**config.mk**
```make
export PLATFORM = sky130hd
export DESIGN_NAME = gregorian_date_arithmetic_core
export DESIGN_NICKNAME = d
export VERILOG_FILES = /design/src/gda_pkg.sv /design/src/gda_month_walker.sv /design/src/gregorian_date_arithmetic_core.sv
export SDC_FILE = /design/constraint.sdc
export NUM_CORES = 2
export LEC_CHECK = 0
export ABC_CLOCK_PERIOD_IN_PS = 29700
export BUFFER_PORTS_ARGS = -buffer_cell sky130_fd_sc_hd__buf_2
export CAP_MARGIN = 20
export CORE_MARGIN = 4
export CORE_UTILIZATION = 50
export CTS_BUF_LIST = sky130_fd_sc_hd__clkbuf_8
export DETAILED_ROUTE_END_ITERATION = 8
export GPL_TIMING_DRIVEN = 1
export PLACE_DENSITY = 0.71
export SKIP_CTS_REPAIR_TIMING = 1
export SLEW_MARGIN = 20
export SYNTH_ARGS = -nofsm -noshare
export SYNTH_HDL_FRONTEND = slang
export SYNTH_SLANG_ARGS = --single-unit
```
**constraint.sdc**
```tcl
create_clock -name clk -period 29.7 [get_ports clk]
set_input_delay 7.425 -clock clk [delete_from_list [all_inputs] [get_ports clk]]
set_output_delay 7.425 -clock clk [all_outputs]
set_load 0.01 [all_outputs]
```
**src/gda_pkg.sv**
```systemverilog
// ----------------------------------------------------------------------------
// gda_pkg: shared types and calendar helpers
// Year widths, sequencer states, walker interface structs and the small
// calendar functions used by the date arithmetic core.
// ----------------------------------------------------------------------------
`default_nettype none
package gda_pkg;

	localparam int YEAR_BITS = 14;
	localparam int DAY_COUNT_BITS = 16;
	// Internal years carry two spare bits so that a wrapped output year still
	// gets the leap rule of the true year.
	localparam int YW = YEAR_BITS + 2;

	typedef enum logic [2:0] {
		ST_IDLE,
		ST_CALC,
		ST_PREP,
		ST_SHIFT,
		ST_WALK,
		ST_FIN
	} state_t;

	typedef struct packed {
		logic [YW-1:0]             year;
		logic [3:0]                month;
		logic [4:0]                day;
		logic [DAY_COUNT_BITS-1:0] rem;
		logic [1:0]                c4;
		logic [6:0]                c100;
		logic [8:0]                c400;
	} walk_cmd_t;

	typedef struct packed {
		logic          idle;
		logic [YW-1:0] year;
		logic [3:0]    month;
		logic [4:0]    day;
	} walk_res_t;

	// Quotient by 100 through a reciprocal; exact for values below 43690.
	function automatic logic [YW-1:0] div100(input logic [YW-1:0] y);
		logic [YW+12:0] p;
		p = y * 13'd5243;
		return YW'(p >> 19);
	endfunction

	// Gregorian leap rule. Divisible by 100 is divisible by 4 and 25, and
	// divisible by 400 is divisible by 16 and 25.
	function automatic logic is_leap(input logic [YW-1:0] y);
		logic [YW+12:0] p;
		logic [YW-1:0]  q25;
		logic [YW-1:0]  r25;
		p = y * 13'd5243;
		q25 = YW'(p >> 17);
		r25 = y - YW'(q25 * 5'd25);
		return ((y[1:0] == 2'd0) && (r25 != '0)) || ((y[3:0] == 4'd0) && (r25 == '0));
	endfunction

	function automatic logic [4:0] month_len(input logic [3:0] m, input logic leap);
		case (m)
			4'd1, 4'd3, 4'd5, 4'd7, 4'd8, 4'd10, 4'd12: return 5'd31;
			4'd4, 4'd6, 4'd9, 4'd11:                    return 5'd30;
			default:                                    return leap ? 5'd29 : 5'd28;
		endcase
	endfunction

	// Days before the month in a March-based year, (153 * k + 2) / 5.
	function automatic logic [8:0] march_days(input logic [3:0] m);
		case (m)
			4'd3:    return 9'd0;
			4'd4:    return 9'd31;
			4'd5:    return 9'd61;
			4'd6:    return 9'd92;
			4'd7:    return 9'd122;
			4'd8:    return 9'd153;
			4'd9:    return 9'd184;
			4'd10:   return 9'd214;
			4'd11:   return 9'd245;
			4'd12:   return 9'd275;
			4'd1:    return 9'd306;
			4'd2:    return 9'd337;
			default: return 9'd0;
		endcase
	endfunction

endpackage
`default_nettype wire

```
**src/gda_month_walker.sv**
```systemverilog
// ----------------------------------------------------------------------------
// gda_month_walker: advances a date by a day count
// Consumes the remaining count one month per cycle, keeping the year's
// residues modulo 4, 100 and 400 so the leap rule needs no division.
// ----------------------------------------------------------------------------
`default_nettype none
module gda_month_walker (
	input  wire logic               clk,
	input  wire logic               arst_n,
	input  wire logic               load,
	input  wire gda_pkg::walk_cmd_t cmd,
	output gda_pkg::walk_res_t      res
);
	import gda_pkg::*;

	logic                      busy_q;
	logic [YW-1:0]             year_q;
	logic [3:0]                month_q;
	logic [4:0]                day_q;
	logic [DAY_COUNT_BITS-1:0] rem_q;
	logic [1:0]                c4_q;
	logic [6:0]                c100_q;
	logic [8:0]                c400_q;

	logic                      leap;
	logic [5:0]                left;

	assign leap = ((c4_q == 2'd0) && (c100_q != 7'd0)) || (c400_q == 9'd0);
	assign left = 6'(month_len(month_q, leap)) - 6'(day_q) + 6'd1;

	always_ff @(posedge clk or negedge arst_n) begin
		if (!arst_n) begin
			busy_q <= 1'b0;
		end else if (load) begin
			busy_q <= 1'b1;
		end else if (busy_q) begin
			if ((rem_q == '0) || (rem_q < DAY_COUNT_BITS'(left))) begin
				busy_q <= 1'b0;
			end
		end
	end

	always_ff @(posedge clk) begin
		if (load) begin
			year_q  <= cmd.year;
			month_q <= cmd.month;
			day_q   <= cmd.day;
			rem_q   <= cmd.rem;
			c4_q    <= cmd.c4;
			c100_q  <= cmd.c100;
			c400_q  <= cmd.c400;
		end else if (busy_q && (rem_q != '0)) begin
			if (rem_q < DAY_COUNT_BITS'(left)) begin
				day_q <= day_q + rem_q[4:0];
				rem_q <= '0;
			end else begin
				rem_q <= rem_q - DAY_COUNT_BITS'(left);
				day_q <= 5'd1;
				if (month_q == 4'd12) begin
					month_q <= 4'd1;
					year_q  <= year_q + 1'b1;
					c4_q    <= c4_q + 1'b1;
					c100_q  <= (c100_q == 7'd99) ? 7'd0 : c100_q + 1'b1;
					c400_q  <= (c400_q == 9'd399) ? 9'd0 : c400_q + 1'b1;
				end else begin
					month_q <= month_q + 1'b1;
				end
			end
		end
	end

	assign res.idle  = !busy_q;
	assign res.year  = year_q;
	assign res.month = month_q;
	assign res.day   = day_q;

endmodule
`default_nettype wire

```
**src/gregorian_date_arithmetic_core.sv**
```systemverilog
// ----------------------------------------------------------------------------
// gregorian_date_arithmetic_core: Gregorian date arithmetic
// Advances a date by days, shifts it by months, and reports the serial day
// number, age in years, leap flag, month length and an invalid-date flag.
// ----------------------------------------------------------------------------
// Sequence: a bad date goes from the calculation step straight to the finishing
// step; a good date passes the calculation, preparation, shift and walk steps,
// where the walk lasts until the month walker has consumed the whole day count.
// The done strobe is registered from the finishing step.
// Throughput: one word at a time; busy stays high until the result strobe.
// The result is shown for one cycle on done and cannot be stalled.
// Reset clears the sequencer and the strobe; result registers are not reset.
`default_nettype none
module gregorian_date_arithmetic_core (
	input  wire logic                               clk,
	input  wire logic                               arst_n,
	input  wire logic                               start,
	input  wire logic [gda_pkg::YEAR_BITS-1:0]      year,
	input  wire logic [3:0]                         month,
	input  wire logic [4:0]                         day,
	input  wire logic [gda_pkg::DAY_COUNT_BITS-1:0] days_to_add,
	input  wire logic [11:0]                        months_to_add,
	input  wire logic [gda_pkg::YEAR_BITS-1:0]      ref_year,
	input  wire logic [3:0]                         ref_month,
	input  wire logic [4:0]                         ref_day,
	output logic                                    busy,
	output logic                                    done,
	output logic [gda_pkg::YEAR_BITS-1:0]           adv_year,
	output logic [3:0]                              adv_month,
	output logic [4:0]                              adv_day,
	output logic [gda_pkg::YEAR_BITS-1:0]           shifted_year,
	output logic [3:0]                              shifted_month,
	output logic [4:0]                              shifted_day,
	output logic [21:0]                             day_number,
	output logic [13:0]                             age_years,
	output logic                                    leap_year,
	output logic [4:0]                              month_length,
	output logic                                    bad_date
);
	import gda_pkg::*;

	localparam logic [21:0] DAYNUM_MAX = 22'h3FFFFF;

	state_t state_q, state_d;

	// Captured input word.
	logic [YW-1:0]             yr_q;
	logic [3:0]                mo_q;
	logic [4:0]                dy_q;
	logic [DAY_COUNT_BITS-1:0] ndays_q;
	logic [11:0]               nmon_q;
	logic [YW-1:0]             ry_q;
	logic [3:0]                rm_q;
	logic [4:0]                rd_q;

	// Intermediate results of the sequencer steps.
	logic                      leap_q;
	logic [4:0]                mlen_q;
	logic                      bad_q;
	logic [YW-1:0]             q100y_q;
	logic                      dneg_q;
	logic [YW-1:0]             ydn_q;
	logic [YW-1:0]             q100d_q;
	logic [12:0]               tot_q;
	logic [12:0]               q12_q;
	logic [13:0]               age_q;
	logic [YW-1:0]             shy_q;
	logic [3:0]                shm_q;
	logic [4:0]                shd_q;
	logic [21:0]               dn_q;

	logic                      done_q;

	// Calculation step.
	logic                      c_leap;
	logic [4:0]                c_mlen;
	logic                      c_bad;
	logic                      c_early;
	logic [12:0]               c_tot;
	logic [25:0]               c_p12;
	logic [YW:0]               c_age;

	assign c_leap  = is_leap(yr_q);
	assign c_mlen  = month_len(mo_q, c_leap);
	assign c_bad   = (mo_q < 4'd1) || (mo_q > 4'd12) || (dy_q == 5'd0) || (dy_q > c_mlen);
	assign c_early = (mo_q <= 4'd2);
	assign c_tot   = 13'(mo_q) - 13'd1 + 13'(nmon_q);
	assign c_p12   = c_tot * 13'd2731;
	// Age is one less when the reference falls before the birthday in its year.
	assign c_age   = {1'b0, ry_q} - {1'b0, yr_q}
		- (YW+1)'(((rm_q < mo_q) || ((rm_q == mo_q) && (rd_q < dy_q))) ? 1 : 0);

	// Preparation step: residues for the walker, shifted year and month, day number.
	walk_cmd_t                 cmd;
	walk_res_t                 res;
	logic                      wload;
	logic signed [24:0]        p_dn;
	logic [21:0]               p_dnc;

	assign cmd.year  = yr_q;
	assign cmd.month = mo_q;
	assign cmd.day   = dy_q;
	assign cmd.rem   = ndays_q;
	assign cmd.c4    = yr_q[1:0];
	assign cmd.c100  = 7'(yr_q - YW'(q100y_q * 7'd100));
	assign cmd.c400  = 9'(yr_q - YW'((q100y_q >> 2) * 9'd400));

	always_comb begin
		if (dneg_q) begin
			// Only year zero in January or February lands here.
			p_dn = -25'sd365 + $signed(25'(march_days(mo_q))) + $signed(25'(dy_q));
		end else begin
			p_dn = $signed(25'(ydn_q * 9'd365)) + $signed(25'(ydn_q >> 2))
				- $signed(25'(q100d_q)) + $signed(25'(q100d_q >> 2))
				+ $signed(25'(march_days(mo_q))) + $signed(25'(dy_q));
		end
		if (p_dn < 0) begin
			p_dnc = '0;
		end else if (p_dn > $signed(25'(DAYNUM_MAX))) begin
			p_dnc = DAYNUM_MAX;
		end else begin
			p_dnc = p_dn[21:0];
		end
	end

	// Shift step: clamp the day to the target month.
	logic [4:0] s_lim;
	assign s_lim = month_len(shm_q, is_leap(shy_q));

	gda_month_walker u_walker (
		.clk    (clk),
		.arst_n (arst_n),
		.load   (wload),
		.cmd    (cmd),
		.res    (res)
	);

	always_ff @(posedge clk or negedge arst_n) begin
		if (!arst_n) begin
			state_q <= ST_IDLE;
			done_q  <= 1'b0;
		end else begin
			state_q <= state_d;
			done_q  <= (state_q == ST_FIN);
		end
	end

	always_comb begin
		state_d = state_q;
		wload   = 1'b0;
		case (state_q)
			ST_IDLE: begin
				if (start) begin
					state_d = ST_CALC;
				end
			end
			ST_CALC: begin
				state_d = c_bad ? ST_FIN : ST_PREP;
			end
			ST_PREP: begin
				wload   = 1'b1;
				state_d = ST_SHIFT;
			end
			ST_SHIFT: begin
				state_d = ST_WALK;
			end
			ST_WALK: begin
				if (res.idle) begin
					state_d = ST_FIN;
				end
			end
			ST_FIN: begin
				state_d = ST_IDLE;
			end
			default: begin
				state_d = ST_IDLE;
			end
		endcase
	end

	always_ff @(posedge clk) begin
		case (state_q)
			ST_IDLE: begin
				if (start) begin
					yr_q    <= YW'(year);
					mo_q    <= month;
					dy_q    <= day;
					ndays_q <= days_to_add;
					nmon_q  <= months_to_add;
					ry_q    <= YW'(ref_year);
					rm_q    <= ref_month;
					rd_q    <= ref_day;
				end
			end
			ST_CALC: begin
				leap_q  <= c_leap;
				mlen_q  <= c_mlen;
				bad_q   <= c_bad;
				q100y_q <= div100(yr_q);
				dneg_q  <= c_early && (yr_q == '0);
				ydn_q   <= yr_q - YW'(c_early);
				q100d_q <= div100(yr_q - YW'(c_early));
				tot_q   <= c_tot;
				q12_q   <= 13'(c_p12 >> 15);
				age_q   <= c_age[YW] ? 14'd0 : c_age[13:0];
			end
			ST_PREP: begin
				shy_q <= yr_q + YW'(q12_q);
				shm_q <= 4'(tot_q - 13'(q12_q * 4'd12)) + 4'd1;
				dn_q  <= p_dnc;
			end
			ST_SHIFT: begin
				shd_q <= (dy_q < s_lim) ? dy_q : s_lim;
			end
			ST_FIN: begin
				bad_date      <= bad_q;
				adv_year      <= bad_q ? '0 : res.year[YEAR_BITS-1:0];
				adv_month     <= bad_q ? '0 : res.month;
				adv_day       <= bad_q ? '0 : res.day;
				shifted_year  <= bad_q ? '0 : shy_q[YEAR_BITS-1:0];
				shifted_month <= bad_q ? '0 : shm_q;
				shifted_day   <= bad_q ? '0 : shd_q;
				day_number    <= bad_q ? '0 : dn_q;
				age_years     <= bad_q ? '0 : age_q;
				leap_year     <= bad_q ? 1'b0 : leap_q;
				month_length  <= bad_q ? '0 : mlen_q;
			end
			default: begin
			end
		endcase
	end

	assign busy = (state_q != ST_IDLE);
	assign done = done_q;

`ifndef NO_ASSERTIONS
	a_done_after_fin: assert property (@(posedge clk) disable iff (!arst_n)
		done |-> $past(state_q == ST_FIN))
		else $error("result strobe without a finishing step");
	a_accept_busy: assert property (@(posedge clk) disable iff (!arst_n)
		(start && !busy) |=> busy)
		else $error("accepted word did not raise busy");
	a_bad_zero: assert property (@(posedge clk) disable iff (!arst_n)
		(done && bad_date) |-> (day_number == '0 && age_years == '0 && adv_month == '0))
		else $error("bad date left a nonzero result");
	a_good_month: assert property (@(posedge clk) disable iff (!arst_n)
		(done && !bad_date) |-> (adv_month >= 4'd1 && adv_month <= 4'd12
			&& shifted_month >= 4'd1 && shifted_month <= 4'd12 && adv_day != 5'd0))
		else $error("valid date produced an out of range month or day");
	a_walk_loaded: assert property (@(posedge clk) disable iff (!arst_n)
		(state_q == ST_PREP) |=> !res.idle)
		else $error("month walker did not start");
`endif

endmodule
`default_nettype wire

```
### Yosys cells after proc, flatten, opt, wreduce, memory -nomap -nowiden

Memories as Yosys holds them, arrays and structs flattened. A register that Yosys moved wholly into a read port is not among the register bits.
Cells that the tools add are included.

* ROM bits: 288
* input port bits: 77
* register bits: 346
* memories kept: 2

* $mul: 10
* eq/ne operators: 44
* mux-type cells: 50
* reductions and logical operators: 45
* order comparisons: 10
* add/sub/neg operators: 28

Memories
* (name not given): words 16, width 9, read ports 1, clocked after Yosys merged registers in 1, wr ports 0, RTL line gda_pkg.sv:70 `case (m)`
* (name not given): words 16, width 9, read ports 1, clocked after Yosys merged registers in 1, wr ports 0, RTL line gda_pkg.sv:70

Operators with widths (count)
* 16-bit two-way mux: 6
* 16-bit logical NOT: 4
* 9-bit two-way mux: 7
* 4-bit equality test (second input constant): 15
* 16-bit by 13-bit multiplier with 29-bit output (second input constant): 2
* 4-bit by 3-bit equality test with 1-bit output (second input constant): 12
* 16-bit nonzero test: 3
* 7-bit two-way mux: 5
* 12-bit by 5-bit multiplier with 16-bit output (second input constant): 2
* 14-bit by 13-bit multiplier with 27-bit output (second input constant): 1
* 25-bit by 10-bit adder with 25-bit output: 1
* 25-bit by 15-bit adder with 25-bit output: 1
* 25-bit by 6-bit adder with 25-bit output: 1
* 25-bit by 9-bit adder with 25-bit output: 1
* 25-bit by 23-bit > comparator with 1-bit output (second input constant): 1
* 25-bit by 1-bit < comparator with 1-bit output (second input constant): 1
* 13-bit by 12-bit multiplier with 25-bit output (second input constant): 1
* 16-bit by 9-bit multiplier with 25-bit output (second input constant): 1
* 25-bit two-way mux: 1
* 25-bit by 11-bit subtractor with 25-bit output: 1
* 4-bit two-way mux: 6
* 22-bit two-way mux: 1
* 7-bit OR reduction: 3
* 5-bit two-way mux: 4
* other kinds (62): 106

### Longest topological paths before layout

* word-level depth: 12
* depth in mapped cells: 46

### Hierarchy

A second synthesis with hierarchy kept.

* cell total of the unflattened synthesis: 3638
* area total of the unflattened synthesis: 38582.0 um^2

By module, submodules not included
* gregorian_date_arithmetic_core: area each 34455.5 um^2, sequential area each 8448.1 um^2, cells each 3220, instances 1
* gda_month_walker: area each 4126.5 um^2, sequential area each 1796.7 um^2, cells each 418, instances 1

### Worst setup path before layout

Ideal clock, no wire load.

* path type: input -> register
* start point: input start
* end point: register (tool-made name)
* buffers on the path: 0
* stages on the path: 7
* setup time: 142 ps
* path slack: 17263 ps
* arrival time: 12295 ps
* path through: inv_1 > nor2_1 > a21oi_1 > ha_1 > o21ai_0 > nand2_1 > o21ai_0

RTL lines
* start: declaration: RTL line gregorian_date_arithmetic_core.sv:17 `input wire logic start,`

### Final worst setup path

* start point: register yr_q[11]
* end point: register state_q[0]

* word-level cells in the longest chain between the ends: 12
* elaborated cells on any way between the ends: 14
* classes of those cells: 1 x add/sub; 2 x mul; 1 x order compare; 4 x mux; 6 x reduce/logical

Ends and longest elaborated chain
* start: declaration: RTL line gregorian_date_arithmetic_core.sv:47 `logic [YW-1:0] yr_q;`
* start signal: assignment: RTL line gregorian_date_arithmetic_core.sv:185 `yr_q <= YW'(year);`
* 14-bit by 13-bit multiplier with 27-bit output: RTL line gda_pkg.sv:54 `p = y * 13'd5243;`
* 12-bit by 5-bit multiplier with 16-bit output: RTL line gda_pkg.sv:56 `r25 = y - YW'(q25 * 5'd25);`
* 14-bit by 16-bit subtractor with 16-bit output *: RTL line gda_pkg.sv:56
* 16-bit nonzero test or 16-bit logical NOT (tied branches): RTL line gda_pkg.sv:57 `return ((y[1:0] == 2'd0) && (r25 != '0)) || ((y[3:0] == 4'd0) && (r25 == '0));`
* 1-bit logical AND: RTL line gda_pkg.sv:57
* 1-bit logical OR *: RTL line gda_pkg.sv:57
* 1-bit two-way mux *: RTL line gda_pkg.sv:64 `default: return leap ? 5'd29 : 5'd28;`
* 2-bit one-hot mux with 2 select lines *: RTL line gda_pkg.sv:61 `case (m)`
* via c_mlen[0]: RTL line gregorian_date_arithmetic_core.sv:76 `logic [4:0] c_mlen;`
* 5-bit > comparator *: RTL line gregorian_date_arithmetic_core.sv:85 `assign c_bad = (mo_q < 4'd1) || (mo_q > 4'd12) || (dy_q == 5'd0) || (dy_q > c_mlen);`
* 1-bit logical OR *: RTL line gregorian_date_arithmetic_core.sv:85
* via c_bad: RTL line gregorian_date_arithmetic_core.sv:77 `logic c_bad;`
* 3-bit two-way mux *: RTL line gregorian_date_arithmetic_core.sv:158 `state_d = c_bad ? ST_FIN : ST_PREP;`
* 3-bit one-hot mux with 5 select lines *: RTL line gregorian_date_arithmetic_core.sv:151 `case (state_q)`
* end signal: assignment: RTL line gregorian_date_arithmetic_core.sv:143 `state_q <= state_d;`
* end: declaration: RTL line gregorian_date_arithmetic_core.sv:44 `state_t state_q, state_d;`

The timed path passes the listed nets; every way through them passes the cells marked *.
A chain may end at the register's enable or synchronous reset.

==> reports/results.txt <==
status: completed
DR iter-0 viols: 1349
Syn. warnings: 0
RSZ-0062 raised after global routing: no
Rows: 100
I/O Pins: 168
antenna violations before repair: 4
Starting Density: 50.7%
Tot GR Track Use: 21.5%
Area Overhead vs Synth: 8.60%
Mapped Area: 38000 um2
Overflow after GRT: 0
fraction of layout cells with a size suffix above 1: 7.73%
fillcell total: 6378
TritonCTS clock tree: done
crit-path max FO: 13
max_slew headroom: 27.4%
Mapped Cells: 3564
EDFF count, synth: 329
die area: 80500 um2
most frequent cells in the layout: inv_1 (797), ha_1 (717), fa_1 (393)
Final nets: 4950
Final setup viols: 0
Critical Path Sink Type: register
Seq/Total Area, Yosys: 26.8%
total number of vias: 25000
Most common cell on crit path: fa_1
final worst path period share: 39.2%
Most used DFF post-synth: edfxtp_1
setup_tns: 0 ps
Antenna Nets Post-Route: 0
cts bufs inserted: 60
CTS Sinks: 343
Core ar.: 74900 um2
Crit Path Class: register to register
Avg Inst Size Synth: 10.7 um2
maxcap violations: 0
CTS Root Cell: clkbuf_8
design area: 41300 um2
Worst Max-Slew Pin Slew: 1080 ps
drt drc: 0
die extent in x: 284 um
routability cong.: 0.894
Achievable Freq: 85.8 MHz
commonest non-fill, non-tap cell in the layout: inv_1
clk buf depth: 3
Detailed Routing Iterations Pass 1: 5
vias in the first global route: 25800
Fin. Hold Viols: 0
chip height: 284 um
CTS HTree Levels: 2
DP HPWL: 70.8 mm
CP max-delay cell: edfxtp_1
Critical Path Source Type: register
Worst-path clk slew: 60 ps
largest net degree at the start of global routing: 71
Final Skew: 47.5 ps
fin crit period: 11660 ps
max-slew violation total from the final report: 0
worst hold path type: register to register
Yosys reg bits: 343
Netlist cell types: 79
Mapped Nets: 4751
Synth async-reset ratio: 1.46%
wire length per cell: 17.8 um
drt total wl: 85.4 mm
via/cell ratio: 5.22
Post-DP Area: 40100 um2
WP data required: 30280 ps
Clk Latency, worst-skew pair: 710 ps
crit path DAT: 12240 ps
Crit path largest cell delay: 790 ps
first-pass GRT wire length: 138 mm
I/O Buffers: 167
[per-stage QoR]
stage	util, %	worst slack, ps	cells	hold WS [ps]
2_1_floorplan	-	17260	3564	484
3_3_place_gp	53.4	18480	4670	491
3_5_place_dp	53.4	18230	4670	496
4_1_cts	55.1	18140	4783	525
5_1_grt	55.1	17340	4784	551
6_report	55.1	18040	4788	523
[final timing paths]
check / startpoint / endpoint / slack (ps) / cells after the start
setup / recovery: yr_q[11]$_DFFE_PP_ / state_q[0]$_DFFE_PN0P_ / 18040 / 42
hold / removal: ndays_q[15]$_DFFE_PP_ / u_walker.rem_q[15]$_DFFE_PP_ / 520 / 2
setup reg to reg: yr_q[11]$_DFFE_PP_ / state_q[0]$_DFFE_PN0P_ / 18040 / 42
hold reg to reg: ndays_q[15]$_DFFE_PP_ / u_walker.rem_q[15]$_DFFE_PP_ / 520 / 2
max in group asynchronous: arst_n / state_q[0]$_DFFE_PN0P_ / 22950 / 1
min in group asynchronous: arst_n / state_q[2]$_DFFE_PN0P_ / 6580 / 1
[Yosys cell counts, types with 12 or more instances]
library cell,count,area [um2]
nor4_1,13,81.3
or3_1,13,81.3
nand2b_1,16,100
or2_2,12,75.1
o21a_1,32,240
o22ai_1,15,93.8
and2_1,12,75.1
o21ai_0,110,551
a31oi_1,12,75.1
inv_1,773,2900
nor3_1,33,165
o21bai_1,14,105
xor2_1,64,561
clkbuf_1,36,135
a21oi_1,129,646
xnor2_1,136,1190
nand3_1,41,205
ha_1,717,8970
nor2b_1,92,576
a211oi_1,14,105
edfxtp_1,329,9880
and3_1,19,119
fa_1,393,7870
nand2_1,144,541
nand4_1,15,93.8
a21o_1,53,398
nor2_1,166,623
[cells by family after synthesis]
kind of cell / after synthesis / synth area share (%)
fa+ha+maj: 1110 / 44.3
buf+inv: 817 / 8.09
simple gates: 606 / 7.85
compound gates: 478 / 8.15
flops: 343 / 26.8
xor+xnor: 200 / 4.61
mux: 10 / 0.266
[registers in the layout (all words and copies together) (netlist names), 10 cells and up, named ones only]
signal / count
dn_q: 22
day_number: 22
u_walker.year_q: 14
ry_q: 14
nmon_q: 12
ydn_q: 15
q100d_q: 10
yr_q: 14
age_years: 14
q12_q: 10
u_walker.rem_q: 16
adv_year: 14
ndays_q: 16
shifted_year: 14
age_q: 14
shy_q: 15
[critical path: cells and delay by family (launching register included)]
family | cells | cell delay, ps
AND/OR/NAND/NOR | 6 | 1510
AO/OA/AOI/OAI | 18 | 4100
flip-flops | 1 | 790
XOR/XNOR | 2 | 360
buffers and inverters | 5 | 230
adder cells (fa/ha/maj) | 11 | 4530
[routing by layer]
metal / up-vias / wire length [um] / track usage (%)
met4: 0 / 2420 / 5.97
met2: 536 / 39600 / 35.1
met1: 12100 / 37900 / 29.2
met3: 124 / 5460 / 4.28
li1: 12200 / - / -
met5: - / 0 / 0
[layout make-up]
cell class	instances	area (um2)	area share [%]
timing repair buffer	180	933	2.26
tap	969	1210	2.94
clock buffer	64	881	2.13
clock inverter	49	362	0.875
antenna	5	12.5	0.0303
inverter	774	2910	7.04
sequential	343	10200	24.7
multi-input combinational	2404	24800	60.1
Power is not shown: default switching activity piles up to over one toggle a cycle in this logic, so the estimate is an artifact.
